`src/rtl/core/ifr_pkg.sv`:
```
// Shared constants, types and reply table for the intercom frame responder.
package ifr_pkg;

    localparam int MAX_FRAME_DEF  = 13;
    localparam int TIMER_BITS_DEF = 16;

    localparam logic [7:0] START_BYTE = 8'hFD;

    localparam logic [7:0] TYPE_SHORT  = 8'h11;
    localparam logic [7:0] TYPE_DOOR   = 8'h32;
    localparam logic [7:0] TYPE_INFO   = 8'h61;
    localparam logic [7:0] TYPE_QUERY  = 8'h51;
    localparam logic [7:0] TYPE_STATUS = 8'h73;
    localparam logic [7:0] TYPE_ECHO   = 8'h0B;

    localparam logic [2:0] KIND_SHORT  = 3'd0;
    localparam logic [2:0] KIND_DOOR   = 3'd1;
    localparam logic [2:0] KIND_INFO   = 3'd3;
    localparam logic [2:0] KIND_QUERY  = 3'd4;
    localparam logic [2:0] KIND_STATUS = 3'd5;
    localparam logic [2:0] KIND_ECHO   = 3'd6;

    localparam int IDX_W = 4;

    localparam logic [0:0] OUT_REPLY  = 1'b0;
    localparam logic [0:0] OUT_STATUS = 1'b1;

    localparam logic [0:0] OP_BYTE = 1'b0;
    localparam logic [0:0] OP_TICK = 1'b1;

    typedef struct packed {
        logic       valid;
        logic       status;
        logic       relay_on;
        logic [2:0] kind;
        logic [7:0] h0;
        logic [7:0] h1;
        logic [7:0] h2;
        logic [7:0] echo;
    } t_reply_req;

    typedef struct packed {
        logic       reply;
        logic       door_set;
        logic [7:0] door_value;
        logic [2:0] kind;
        logic [7:0] h0;
        logic [7:0] h1;
        logic [7:0] h2;
        logic [7:0] echo;
    } t_rx_evt;

    function automatic logic [4:0] final_index(input logic [2:0] kind);
        unique case (kind)
            KIND_SHORT:  final_index = 5'd7;
            KIND_DOOR:   final_index = 5'd11;
            KIND_INFO:   final_index = 5'd8;
            KIND_QUERY:  final_index = 5'd13;
            KIND_STATUS: final_index = 5'd7;
            KIND_ECHO:   final_index = 5'd8;
            default:     final_index = 5'd13;
        endcase
    endfunction

    function automatic logic [IDX_W-1:0] reply_len(input logic [2:0] kind);
        unique case (kind)
            KIND_INFO:   reply_len = 4'd13;
            KIND_STATUS: reply_len = 4'd10;
            default:     reply_len = 4'd8;
        endcase
    endfunction

    function automatic logic [7:0] reply_byte(input logic [2:0]       kind,
                                              input logic [IDX_W-1:0] idx,
                                              input logic [7:0]       h0,
                                              input logic [7:0]       h1,
                                              input logic [7:0]       h2,
                                              input logic [7:0]       echo);
        logic zero_hdr;
        zero_hdr = (kind == KIND_INFO) || (kind == KIND_QUERY);
        unique case (idx)
            4'd0: reply_byte = START_BYTE;
            4'd1: reply_byte = zero_hdr ? 8'h00 : h0;
            4'd2: reply_byte = zero_hdr ? 8'h00 : h1;
            4'd3: reply_byte = h2;
            4'd4: reply_byte = (kind == KIND_INFO) ? 8'h01 : 8'h51;
            4'd5: begin
                if (kind == KIND_INFO) begin
                    reply_byte = 8'h06;
                end else if (kind == KIND_STATUS) begin
                    reply_byte = 8'h03;
                end else if (kind == KIND_ECHO) begin
                    reply_byte = echo;
                end else begin
                    reply_byte = 8'h01;
                end
            end
            4'd6: reply_byte = (kind == KIND_STATUS) ? 8'h30 : 8'h00;
            4'd7: reply_byte = (kind == KIND_STATUS) ? 8'h10 : 8'h00;
            4'd8: begin
                if (kind == KIND_INFO) begin
                    reply_byte = 8'h20;
                end else if (kind == KIND_STATUS) begin
                    reply_byte = 8'h01;
                end else begin
                    reply_byte = 8'h00;
                end
            end
            4'd9:    reply_byte = (kind == KIND_INFO) ? 8'h90 : 8'h00;
            default: reply_byte = 8'h00;
        endcase
    endfunction

endpackage

```
`src/rtl/core/ifr_frame_rx.sv`:
```
// Frame scanner: start detection, type decode, running sum and header capture.
module ifr_frame_rx #(
    parameter int MAX_FRAME = ifr_pkg::MAX_FRAME_DEF
) (
    input  logic             i_clk,
    input  logic             i_rst_n,
    input  logic             i_valid,
    input  logic [7:0]       i_byte,
    output ifr_pkg::t_rx_evt o_evt
);
    import ifr_pkg::*;

    localparam int CW = $clog2(MAX_FRAME + 1);

    logic          r_in_frame, n_in_frame;
    logic [CW-1:0] r_count,    n_count;
    logic [2:0]    r_kind,     n_kind;
    logic [7:0]    r_sum,      n_sum;
    logic [7:0]    r_h0,       n_h0;
    logic [7:0]    r_h1,       n_h1;
    logic [7:0]    r_h2,       n_h2;
    logic [7:0]    r_echo,     n_echo;
    logic [CW:0]   nxt;
    logic          drop;
    logic          scan;

    assign nxt = {1'b0, r_count} + {{CW{1'b0}}, 1'b1};

    always_comb begin
        n_in_frame = r_in_frame;
        n_count    = r_count;
        n_kind     = r_kind;
        n_sum      = r_sum;
        n_h0       = r_h0;
        n_h1       = r_h1;
        n_h2       = r_h2;
        n_echo     = r_echo;
        drop       = 1'b0;
        scan       = 1'b0;
        o_evt      = '0;
        o_evt.kind = r_kind;
        o_evt.h0   = r_h0;
        o_evt.h1   = r_h1;
        o_evt.h2   = r_h2;
        o_evt.echo = r_echo;
        o_evt.door_value = i_byte;
        if (i_valid) begin
            if (!r_in_frame) begin
                scan = 1'b1;
            end else if (nxt > (CW + 1)'(MAX_FRAME)) begin
                drop = 1'b1;
                scan = 1'b1;
            end else begin
                n_count = nxt[CW-1:0];
                n_sum   = r_sum + i_byte;
                if (nxt <= (CW + 1)'(4)) begin
                    if (nxt == (CW + 1)'(2)) begin
                        n_h0 = i_byte;
                    end else if (nxt == (CW + 1)'(3)) begin
                        n_h1 = i_byte;
                    end else begin
                        n_h2 = i_byte;
                    end
                end else if (nxt == (CW + 1)'(5)) begin
                    unique case (i_byte)
                        TYPE_SHORT:  n_kind = KIND_SHORT;
                        TYPE_DOOR:   n_kind = KIND_DOOR;
                        TYPE_INFO:   n_kind = KIND_INFO;
                        TYPE_QUERY:  n_kind = KIND_QUERY;
                        TYPE_STATUS: n_kind = KIND_STATUS;
                        TYPE_ECHO:   n_kind = KIND_ECHO;
                        default:     drop   = 1'b1;
                    endcase
                end else if (5'(nxt) >= final_index(r_kind)) begin
                    o_evt.reply = (i_byte == r_sum);
                    drop        = 1'b1;
                end else begin
                    if (r_kind == KIND_ECHO && nxt == (CW + 1)'(6)) begin
                        n_echo = i_byte;
                    end
                    if (r_kind == KIND_DOOR && nxt == (CW + 1)'(10)) begin
                        o_evt.door_set = 1'b1;
                    end
                end
            end
            if (drop) begin
                n_in_frame = 1'b0;
                n_count    = '0;
                n_kind     = '0;
                n_sum      = '0;
                n_h0       = '0;
                n_h1       = '0;
                n_h2       = '0;
                n_echo     = '0;
            end
            if (scan && i_byte == START_BYTE) begin
                n_in_frame = 1'b1;
                n_count    = CW'(1);
                n_sum      = START_BYTE;
            end
        end
    end

    always_ff @(posedge i_clk) begin
        if (!i_rst_n) begin
            r_in_frame <= 1'b0;
            r_count    <= '0;
            r_kind     <= '0;
            r_sum      <= '0;
            r_h0       <= '0;
            r_h1       <= '0;
            r_h2       <= '0;
            r_echo     <= '0;
        end else begin
            r_in_frame <= n_in_frame;
            r_count    <= n_count;
            r_kind     <= n_kind;
            r_sum      <= n_sum;
            r_h0       <= n_h0;
            r_h1       <= n_h1;
            r_h2       <= n_h2;
            r_echo     <= n_echo;
        end
    end

endmodule

```
`src/rtl/core/ifr_reply_gen.sv`:
```
// Result sequencer: walks reply bytes with a running sum and drives the output register.
module ifr_reply_gen (
    input  logic               i_clk,
    input  logic               i_rst_n,
    input  ifr_pkg::t_reply_req i_req,
    output logic               o_free,
    output logic               o_valid,
    input  logic               i_ready,
    output logic [7:0]         o_tx_byte,
    output logic               o_relay_on,
    output logic               o_kind,
    output logic               o_last
);
    import ifr_pkg::*;

    logic             r_busy;
    logic             r_status;
    logic             r_relay_on;
    logic [2:0]       r_kind;
    logic [7:0]       r_h0, r_h1, r_h2, r_echo;
    logic [IDX_W-1:0] r_idx;
    logic [IDX_W-1:0] r_len;
    logic [7:0]       r_sum;
    logic             r_out_valid;
    logic [7:0]       r_out_byte;
    logic             r_out_relay;
    logic             r_out_kind;
    logic             r_out_last;
    logic             out_load;
    logic             cur_last;
    logic             emit;
    logic [7:0]       cur_byte;
    logic [7:0]       tbl_byte;

    assign out_load = !r_out_valid || i_ready;
    assign cur_last = r_status || (r_idx == r_len - IDX_W'(1));
    assign emit     = r_busy && out_load;
    assign o_free   = !r_busy || (emit && cur_last);
    assign tbl_byte = reply_byte(r_kind, r_idx, r_h0, r_h1, r_h2, r_echo);
    assign cur_byte = r_status ? 8'h00 : (cur_last ? r_sum : tbl_byte);

    always_ff @(posedge i_clk) begin
        if (!i_rst_n) begin
            r_busy      <= 1'b0;
            r_out_valid <= 1'b0;
        end else begin
            if (i_req.valid && o_free) begin
                r_busy <= 1'b1;
            end else if (emit && cur_last) begin
                r_busy <= 1'b0;
            end
            if (out_load) begin
                r_out_valid <= r_busy;
            end
        end
    end

    always_ff @(posedge i_clk) begin
        if (i_req.valid && o_free) begin
            r_status   <= i_req.status;
            r_relay_on <= i_req.relay_on;
            r_kind     <= i_req.kind;
            r_h0       <= i_req.h0;
            r_h1       <= i_req.h1;
            r_h2       <= i_req.h2;
            r_echo     <= i_req.echo;
            r_idx      <= '0;
            r_len      <= reply_len(i_req.kind);
            r_sum      <= '0;
        end else if (emit) begin
            r_idx <= r_idx + IDX_W'(1);
            r_sum <= r_sum + tbl_byte;
        end
        if (emit) begin
            r_out_byte  <= cur_byte;
            r_out_relay <= r_status && r_relay_on;
            r_out_kind  <= r_status ? OUT_STATUS : OUT_REPLY;
            r_out_last  <= cur_last;
        end
    end

    assign o_valid    = r_out_valid;
    assign o_tx_byte  = r_out_byte;
    assign o_relay_on = r_out_relay;
    assign o_kind     = r_out_kind;
    assign o_last     = r_out_last;

endmodule

```
`src/rtl/core/intercom_frame_responder.sv`:
```
// Top level of the intercom frame responder: input register, tick logic and result path.
//
// One item enters per cycle while the reply sequencer is free. Received bytes and ticks
// pass an input register and are handled from it once the reply sequencer is free; a tick
// yields one status transaction and a byte that closes a valid frame yields a reply of
// 8, 10 or 13 transactions. The reply sequencer emits one transaction per cycle into the
// output register while the output side is ready, so a reply holds off the following
// item until its last transaction is emitted. Output back-pressure stalls the sequencer
// and, through it, the input. The debounce register may be written at any time the block
// is idle.
module intercom_frame_responder #(
    parameter int MAX_FRAME  = ifr_pkg::MAX_FRAME_DEF,
    parameter int TIMER_BITS = ifr_pkg::TIMER_BITS_DEF
) (
    input  logic        i_clk,
    input  logic        i_rst_n,
    input  logic        s_axis_tvalid,
    output logic        s_axis_tready,
    input  logic [15:0] s_axis_tdata,   // rx_byte[7:0], button_level[8], zero fill
    input  logic        s_axis_tuser,   // op
    output logic        m_axis_tvalid,
    input  logic        m_axis_tready,
    output logic [15:0] m_axis_tdata,   // tx_byte[7:0], relay_on[8], zero fill
    output logic        m_axis_tuser,   // kind
    output logic        m_axis_tlast,   // last
    input  logic        i_cfg_we,
    input  logic [15:0] i_cfg_wdata
);
    import ifr_pkg::*;

    localparam logic [TIMER_BITS-1:0] TIMER_MAX = '1;
    localparam logic [15:0]           DEB_MAX   = '1;

    logic                  r_in_valid;
    logic                  r_in_op;
    logic [7:0]            r_in_byte;
    logic                  r_in_lvl;
    logic [15:0]           r_deb_ticks;
    logic [7:0]            r_door_hold,  n_door_hold;
    logic [TIMER_BITS-1:0] r_relay,      n_relay;
    logic                  r_stable,     n_stable;
    logic                  r_cand,       n_cand;
    logic [15:0]           r_deb,        n_deb;
    logic                  gen_free;
    logic                  consume;
    logic                  tick;
    logic                  relay_on;
    logic [15:0]           deb_inc;
    logic [TIMER_BITS-1:0] relay_base;
    t_rx_evt               rx_evt;
    t_reply_req            req;
    logic [7:0]            tx_byte;
    logic                  tx_relay;

    assign consume       = r_in_valid && gen_free;
    assign s_axis_tready = !r_in_valid || consume;
    assign tick          = consume && (r_in_op == OP_TICK);

    always_ff @(posedge i_clk) begin
        if (!i_rst_n) begin
            r_in_valid <= 1'b0;
        end else if (s_axis_tready) begin
            r_in_valid <= s_axis_tvalid;
        end
    end

    always_ff @(posedge i_clk) begin
        if (s_axis_tvalid && s_axis_tready) begin
            r_in_op   <= s_axis_tuser;
            r_in_byte <= s_axis_tdata[7:0];
            r_in_lvl  <= s_axis_tdata[8];
        end
    end

    ifr_frame_rx #(
        .MAX_FRAME (MAX_FRAME)
    ) u_frame_rx (
        .i_clk   (i_clk),
        .i_rst_n (i_rst_n),
        .i_valid (consume && (r_in_op == OP_BYTE)),
        .i_byte  (r_in_byte),
        .o_evt   (rx_evt)
    );

    assign deb_inc = (r_deb == DEB_MAX) ? r_deb : r_deb + 16'd1;

    always_comb begin
        n_door_hold = r_door_hold;
        n_relay     = r_relay;
        n_stable    = r_stable;
        n_cand      = r_cand;
        n_deb       = r_deb;
        relay_base  = r_relay;
        relay_on    = 1'b0;
        if (tick) begin
            n_deb = deb_inc;
            if (r_in_lvl != r_stable && deb_inc > r_deb_ticks) begin
                if (r_cand != r_in_lvl) begin
                    n_cand = r_in_lvl;
                    n_deb  = '0;
                end else begin
                    n_stable   = r_in_lvl;
                    relay_base = '0;
                end
            end
            relay_on = relay_base < {{(TIMER_BITS - 8){1'b0}}, r_door_hold};
            n_relay  = (relay_base == TIMER_MAX) ? relay_base
                                                 : relay_base + TIMER_BITS'(1);
        end else if (rx_evt.door_set) begin
            n_door_hold = rx_evt.door_value;
            n_relay     = '0;
        end
    end

    always_ff @(posedge i_clk) begin
        if (!i_rst_n) begin
            r_deb_ticks <= 16'd50;
            r_door_hold <= '0;
            r_relay     <= '0;
            r_stable    <= 1'b0;
            r_cand      <= 1'b0;
            r_deb       <= '0;
        end else begin
            if (i_cfg_we) begin
                r_deb_ticks <= i_cfg_wdata;
            end
            r_door_hold <= n_door_hold;
            r_relay     <= n_relay;
            r_stable    <= n_stable;
            r_cand      <= n_cand;
            r_deb       <= n_deb;
        end
    end

    always_comb begin
        req          = '0;
        req.valid    = tick || rx_evt.reply;
        req.status   = tick;
        req.relay_on = relay_on;
        req.kind     = rx_evt.kind;
        req.h0       = rx_evt.h0;
        req.h1       = rx_evt.h1;
        req.h2       = rx_evt.h2;
        req.echo     = rx_evt.echo;
    end

    ifr_reply_gen u_reply_gen (
        .i_clk      (i_clk),
        .i_rst_n    (i_rst_n),
        .i_req      (req),
        .o_free     (gen_free),
        .o_valid    (m_axis_tvalid),
        .i_ready    (m_axis_tready),
        .o_tx_byte  (tx_byte),
        .o_relay_on (tx_relay),
        .o_kind     (m_axis_tuser),
        .o_last     (m_axis_tlast)
    );

    assign m_axis_tdata = {7'd0, tx_relay, tx_byte};

endmodule

```
`config.mk`:
```
export PLATFORM = sky130hd
export DESIGN_NAME = intercom_frame_responder
export DESIGN_NICKNAME = d
export VERILOG_FILES = /design/src/rtl/core/ifr_pkg.sv /design/src/rtl/core/ifr_frame_rx.sv /design/src/rtl/core/ifr_reply_gen.sv /design/src/rtl/core/intercom_frame_responder.sv
export SDC_FILE = /design/constraint.sdc
export NUM_CORES = 1
export LEC_CHECK = 0
export BUFFER_PORTS_ARGS = -buffer_cell sky130_fd_sc_hd__buf_2
export CAP_MARGIN = 20
export CORE_MARGIN = 3
export CORE_UTILIZATION = 40
export CTS_BUF_LIST = sky130_fd_sc_hd__clkbuf_4 sky130_fd_sc_hd__clkbuf_8
export DETAILED_ROUTE_END_ITERATION = 12
export MAX_ROUTING_LAYER = met4
export SKIP_CTS_REPAIR_TIMING = 1
export SYNTH_ARGS = -nofsm -noshare
export SYNTH_HDL_FRONTEND = slang
export SYNTH_SLANG_ARGS = --single-unit
```
`constraint.sdc`:
```
create_clock -name i_clk -period 11.9 [get_ports i_clk]
set_input_delay 1.785 -clock i_clk [delete_from_list [all_inputs] [get_ports i_clk]]
set_output_delay 1.785 -clock i_clk [all_outputs]
set_load 0.03 [all_outputs]
```
### Yosys cells after proc, flatten, opt, wreduce, memory -nomap -nowiden

Index checks and enable logic that the tools add are counted.

| storage, ports and cells | value |
|---|---|
| word-level logic and storage cells | 228 |
| output and inout port bits | 20 |
| flip-flop bits (word level) | 183 |

| cells by class | value |
|---|---|
| equality and inequality tests | 42 |
| bitwise operators | 3 |
| muxes and demuxes | 90 |
| order comparisons | 5 |
| add/sub/neg operators | 7 |
| reductions and logical operators | 47 |

Operators with widths:

| cell | count |
|---|---|
| two-way mux 8 bit | 36 |
| two-way mux 16 bit | 9 |
| case mux 8 bit (10 select lines) | 1 |
| adder 16 x 1 -> 16 bit, second input constant | 2 |
| equality test 16 bit, second input constant | 2 |
| two-way mux 5 bit | 6 |
| equality test 8 x 7 -> 1 bit, second input constant | 3 |
| two-way mux 1 bit | 19 |
| case mux 3 bit (6 select lines) | 1 |
| AND reduction 6 bit | 3 |
| nonzero test 2 bit | 9 |
| adder 8 bit | 2 |
| equality test 4 x 3 -> 1 bit, second input constant | 4 |
| > comparator 16 bit | 1 |
| less-than comparator 16 x 8 -> 1 bit | 1 |
| two-way mux 4 bit | 4 |
| equality test 3 bit, second input constant | 5 |
| two-way mux 3 bit | 5 |
| logical AND 1 bit | 12 |
| inequality test 2 bit, second input constant | 6 |
| case mux 4 bit (3 select lines) | 1 |
| equality test 5 x 2 -> 1 bit, second input constant | 2 |
| equality test 5 x 3 -> 1 bit, second input constant | 2 |
| two-way mux 2 bit | 5 |
| 36 further kinds | 53 |

### Longest topological paths before layout

| depth | value |
|---|---|
| word-level depth | 18 |
| depth in mapped cells | 24 |

### By module

A second synthesis with hierarchy kept.

| second synthesis, totals | value |
|---|---|
| cell total of the unflattened synthesis | 1056 |
| area, all modules | 10002.1 um^2 |

Modules (own cells, without submodules):

| module | times used | cells an instance | sequential area each (um^2) | area each (um^2) |
|---|---|---|---|---|
| intercom_frame_responder | 1 | 472 | 1481.4 | 3963.8 |
| ifr_reply_gen | 1 | 258 | 1781.7 | 3024.2 |
| ifr_frame_rx | 1 | 326 | 960.9 | 3014.1 |

### Least setup slack after synthesis

OpenSTA, ideal clock, no wires.

| path | value |
|---|---|
| path kind | register -> register |
| from | register r_deb[0] |
| to | register r_relay[11] |
| setup slack | 7.297 ns |
| data arrival time | 4.545 ns |
| clock period less this slack | 4.603 ns |
| stages on the path, launching flop included | 24 |
| path buffers | 2 |
| cells stage by stage | dfxtp_1 ha_1 nand3_1 nor2_1 nand2_1 and2_0 clkbuf_1 nand4_1 xnor2_1 ha_1 a21o_1 nand3_1 a21oi_1 or3_1 o21ai_0 clkbuf_1 and2_1 ha_1 and4_1 nand4_1 nor2b_1 nor3_1 a311oi_1 o22a_1 |

| on the way | value |
|---|---|
| longest elaborated chain between the ends | 9 |
| elaborated cells on any way between the ends | 11 |
| classes of those cells | 2 x add/sub; 1 x order compare; 2 x eq/ne; 5 x mux; 1 x reduce/logical |

Ends and longest elaborated chain:

| element | RTL line | text |
|---|---|---|
| from (decl) | intercom_frame_responder.sv:43 | `logic [15:0] r_deb, n_deb;` |
| from (signal assigned) | intercom_frame_responder.sv:131 | `r_deb <= n_deb;` |
| adder 16 x 1 -> 16 bit / equality test 16 bit (equally long branches) | intercom_frame_responder.sv:85 | `assign deb_inc = (r_deb == DEB_MAX) ? r_deb : r_deb + 16'd1;` |
| two-way mux 16 bit (*) | intercom_frame_responder.sv:85 |  |
| > comparator 16 bit (*) | intercom_frame_responder.sv:97 | `if (r_in_lvl != r_stable && deb_inc > r_deb_ticks) begin` |
| logical AND 1 bit (*) | intercom_frame_responder.sv:97 |  |
| two-way mux 16 bit (*) | intercom_frame_responder.sv:97 |  |
| two-way mux 16 bit (*) | intercom_frame_responder.sv:95 | `if (tick) begin` |
| adder 16 x 1 -> 16 bit / equality test 16 bit (equally long branches) | intercom_frame_responder.sv:108, intercom_frame_responder.sv:107 |  |
| two-way mux 16 bit (*) | intercom_frame_responder.sv:107 | `n_relay = (relay_base == TIMER_MAX) ? relay_base` |
| two-way mux 16 bit (*) | intercom_frame_responder.sv:95 |  |
| to (signal assigned) | intercom_frame_responder.sv:128 | `r_relay <= n_relay;` |
| to (decl) | intercom_frame_responder.sv:40 | `logic [TIMER_BITS-1:0] r_relay, n_relay;` |

Every way passes the cells marked *; elsewhere a longest branch is shown, timed or not. The select of a mux whose other input is x is not followed.
A chain may end at the register's enable or synchronous reset.

### Worst setup path in the final report

Ends and elaborated chain as after synthesis.

==> flow_summary_export.csv <==
group,metric,value,unit
floorplanning,die_x,161,um
routing,vias_per_cell,5.46,
yosys,synth_edf_count,60,
floorplanning,start_util,40.9,%
finish,drive_gt1_share,10.7,%
global_route,grt_pass1_vias,7105,
critical_path,cpMostUsedCell,"ha_1",
finish,mostFrequentLayoutCells,"dfxtp_1 (121), nor2_1 (78), nand2_1 (74)",
yosys,synth_fa_ha_area_share,7.42,%
yosys,synth-seq-cells,181,
timing,finClkSkew,17.7,ps
timing,finalMaxSlewViolations,0,
critical_path,crit_path_start_kind,"register",
critical_path,crit_buf_inv,1,
yosys,synth-seq-area-share,43.8,%
power,leakagePower,4.07,nW
global_route,grt_usage,17.3,%
clock_network,cts_tree,"yes",
yosys,yosysWarnings,0,
finish,finish.utilization,44.3,%
routing,route.detailed.drc,0,
routing,wire_per_inst,15.8,um
timing,setup_slack,6510,ps
yosys,synth_xor_area_share,3.16,%
yosys,synth_top_family_by_area,"compound AO/OA/AOI/OAI gates",
finish,ff_latch_area,0.00422,mm^2
critical_path,worstPathMaxFanout,20,
timing,setup_violations,0,
yosys,synth.distinct_cells,87,
clock_network,cts_buffer_depth,2,
placement,gp_congestion,0.821,
floorplanning,io_pins,58,
power,peakVddDrop,74.2,uV
power,p_per_area,131,mW/mm^2
yosys,synthCells,1010,
clock_network,cts_sinks,181,
routing,vias,7428,
timing,whs,439,ps
placement,pre_cts_slack,6560,ps
power,switching_share,29.6,%
power,pwr-share-seq,50.4,%
yosys,ys_async_sr_fraction,0,%
global_route,grt_start_max_net_pins,53,
critical_path,arrival,5790,ps
timing,fin_crit,5390,ps
yosys,synth_compound_area_share,18.5,%
routing,wirelength,21.5,mm
clock_network,clk_latency,460,ps
clock_network,path_clk_slew,90,ps
timing,rsz0062_at_grt,"false",
hold_path,hold_path.class,"register to register",
clock_network,cts_root_buffer,"clkbuf_8",
yosys,synth_top_flop_cell,"dfxtp_1",
yosys,synthMuxAreaShare,4.10,%
finish,num-fill-cells,2325,
floorplanning,core,0.0236,mm^2
finish,final_common_cell,"dfxtp_1",
floorplanning,die_y,161,um
global_route,grt_pass1_wl,36.0,mm
timing,hold_viol,0,
timing,tightest_slew,964,ps
routing,postRouteAntennaNets,0,
yosys,syn_avg_cell_area,9.55,um^2
timing,slew_headroom,35.8,%
yosys,yosys.area_share.simple,18.1,%
critical_path,rrSetupSlack,6510,ps
power,p_switching,405,uW
critical_path,slowest_delay,450,ps
power,internal-power,962,uW
floorplanning,rows,56,
routing,drt-initial-drc-count,508,
critical_path,critPathRequiredTime,12310,ps
finish,areaGrowthSynthToFinish,8.39,%
placement,portBuffers,43,
global_route,antenna_found_initial,0,
timing,fmax,186,MHz
timing,final.period_utilization,45.3,%
routing,drt_first_pass_iters,5,
clock_network,cts_buffers,17,
finish,diodes,0,
placement,dp.final_hpwl,15.1,mm
global_route,overflow,0,
critical_path,critPathTopFamily,"simple AND/OR/NAND/NOR gates",
finish,stdcell_area,0.0105,mm^2
critical_path,worstPathCellList,"ha_1, nand3_1, nor2_1, nand2_1, and2_0, nand4_1, xnor2_1, ha_1, a21o_1, nand3_1, a21oi_1, or3_1, o21ai_1, buf_4, and2_1, ha_1, and4_1, nand4_1, nor2b_1, nor3_1, a311oi_1, o22a_1",
power,clkPwrFrac,31.9,%
finish,multiInputGateArea,0.00497,mm^2
critical_path,critPathSlowestCell,"dfxtp_1",
floorplanning,dieArea,0.0260,mm^2
placement,placed_area,0.0101,mm^2
critical_path,endpoint_kind,"register",
power,p_comb_share,17.7,%
clock_network,htreeDepth,4,
critical_path,crit_type,"register to register",
outcome,status,"finished, final reports clean",
timing,finalSetupTns,0,ps
run,maxCapViolCount,0,
finish,finalNetCount,1123,
yosys,synth_area,0.00965,mm^2
## kinds of logic (layout without fill, tap and decap cells)
logic type      Yosys count  after routing
simple gates            333            333
flops                   181            181
mux                      39             39
fa+ha+maj                56             56
other cells               1              7
compound gates          260            260
buf+inv                 106            132
xor+xnor                 34             34
## worst register-to-register path: cells and delay by family (launching register included)
family	cells	cell delay [ps]
adder cells (fa/ha/maj)	3	790
buffers and inverters	1	250
AND/OR/NAND/NOR	12	2790
AO/OA/AOI/OAI	5	880
XOR/XNOR	1	170
flip-flops	1	450
## final timing paths
| path | to | start | cells past startpoint |
|---|---|---|---|
| max | r_relay[11] | r_deb[0] | 22 |
| min | u_reply_gen.r_h0[4] | u_frame_rx.r_h0[4] | 0 |
| max reg2reg | r_relay[11] | r_deb[0] | 22 |
| min reg2reg | u_reply_gen.r_h0[4] | u_frame_rx.r_h0[4] | 0 |
## synth_stat cells, types with 4 or more instances
| master | count | area [um^2] |
|---|---|---|
| nor3b_1 | 4 | 30.0 |
| nor4b_1 | 6 | 52.6 |
| and4_1 | 6 | 52.6 |
| nor3_1 | 13 | 65.1 |
| nand4_1 | 14 | 87.6 |
| a21o_1 | 12 | 90.1 |
| or3_1 | 5 | 31.3 |
| and3_1 | 12 | 75.1 |
| mux2i_1 | 37 | 370 |
| o21a_1 | 11 | 82.6 |
| o31ai_1 | 6 | 45.0 |
| a21oi_1 | 68 | 340 |
| nand2_1 | 74 | 278 |
| nand3_1 | 46 | 230 |
| buf_2 | 15 | 75.1 |
| o21ai_0 | 37 | 185 |
| nor4_1 | 9 | 56.3 |
| clkbuf_1 | 23 | 86.3 |
| nor2b_1 | 12 | 75.1 |
| a22o_1 | 31 | 272 |
| nor2_1 | 78 | 293 |
| a31o_2 | 6 | 52.6 |
| inv_1 | 47 | 176 |
| nor4bb_1 | 4 | 40.0 |
| and2_1 | 14 | 87.6 |
| o211ai_1 | 11 | 82.6 |
| a211oi_1 | 4 | 30.0 |
| buf_4 | 15 | 113 |
| a22oi_1 | 10 | 75.1 |
| xnor2_1 | 18 | 158 |
| xor2_1 | 15 | 131 |
| a32oi_1 | 5 | 43.8 |
| edfxtp_1 | 60 | 1800 |
| ha_1 | 54 | 676 |
| o22ai_1 | 5 | 31.3 |
| nand2b_1 | 10 | 62.6 |
| dfxtp_1 | 121 | 2420 |
| nand3b_1 | 6 | 45.0 |
| a31oi_1 | 19 | 119 |
## metrics by stage
stage | cells | power (mW)
2_1_floorplan | 1016 | 0.891
3_3_place_gp | 1329 | 0.940
3_5_place_dp | 1329 | 0.945
4_1_cts | 1361 | 1.38
5_1_grt | 1361 | 1.44
6_report | 1361 | 1.37
## per-layer routing
layer	track usage [%]	share of wire, %	vias to the layer above
li1	-	-	3752
met1	24.0	50	3499
met2	26.9	45	156
met3	2.31	3.9	21
met4	4.34	1.2	0
met5	-	0	-
## final cells by class
cell class / instances / area share, %
multi-input cells: 729 / 47.5
flip-flops and latches: 181 / 40.4
well taps: 319 / 3.82
repair buffers: 50 / 2.56
clock buffers: 18 / 2.31
inverters: 50 / 1.81
clock inverters: 14 / 1.58
## power by group through the flow
stage | Sequential [mW] | Combinational [mW] | Clock (mW)
global placement | 0.702 | 0.238 | 0
detailed placement | 0.703 | 0.242 | 0
finish | 0.688 | 0.243 | 0.436
global route | 0.692 | 0.275 | 0.471
floorplan | 0.694 | 0.197 | 0
CTS | 0.688 | 0.243 | 0.450
## sequential cells by signal (all words and copies together), names as in the netlist, 4 cells and up
signal                 count
r_deb_ticks               16
r_relay                   16
u_frame_rx.r_sum           8
u_reply_gen.r_h1           8
u_reply_gen.r_h0           8
u_reply_gen.r_idx          4
r_deb                     16
u_frame_rx.r_echo          8
u_reply_gen.r_h2           8
u_frame_rx.r_h1            8
u_frame_rx.r_h2            8
r_door_hold                8
u_frame_rx.r_h0            8
u_reply_gen.r_echo         8
r_in_byte                  8
u_frame_rx.r_count         4
u_reply_gen.o_tx_byte      8
u_reply_gen.r_sum          8
No activity file was read; power rests on OpenSTA's default activity.
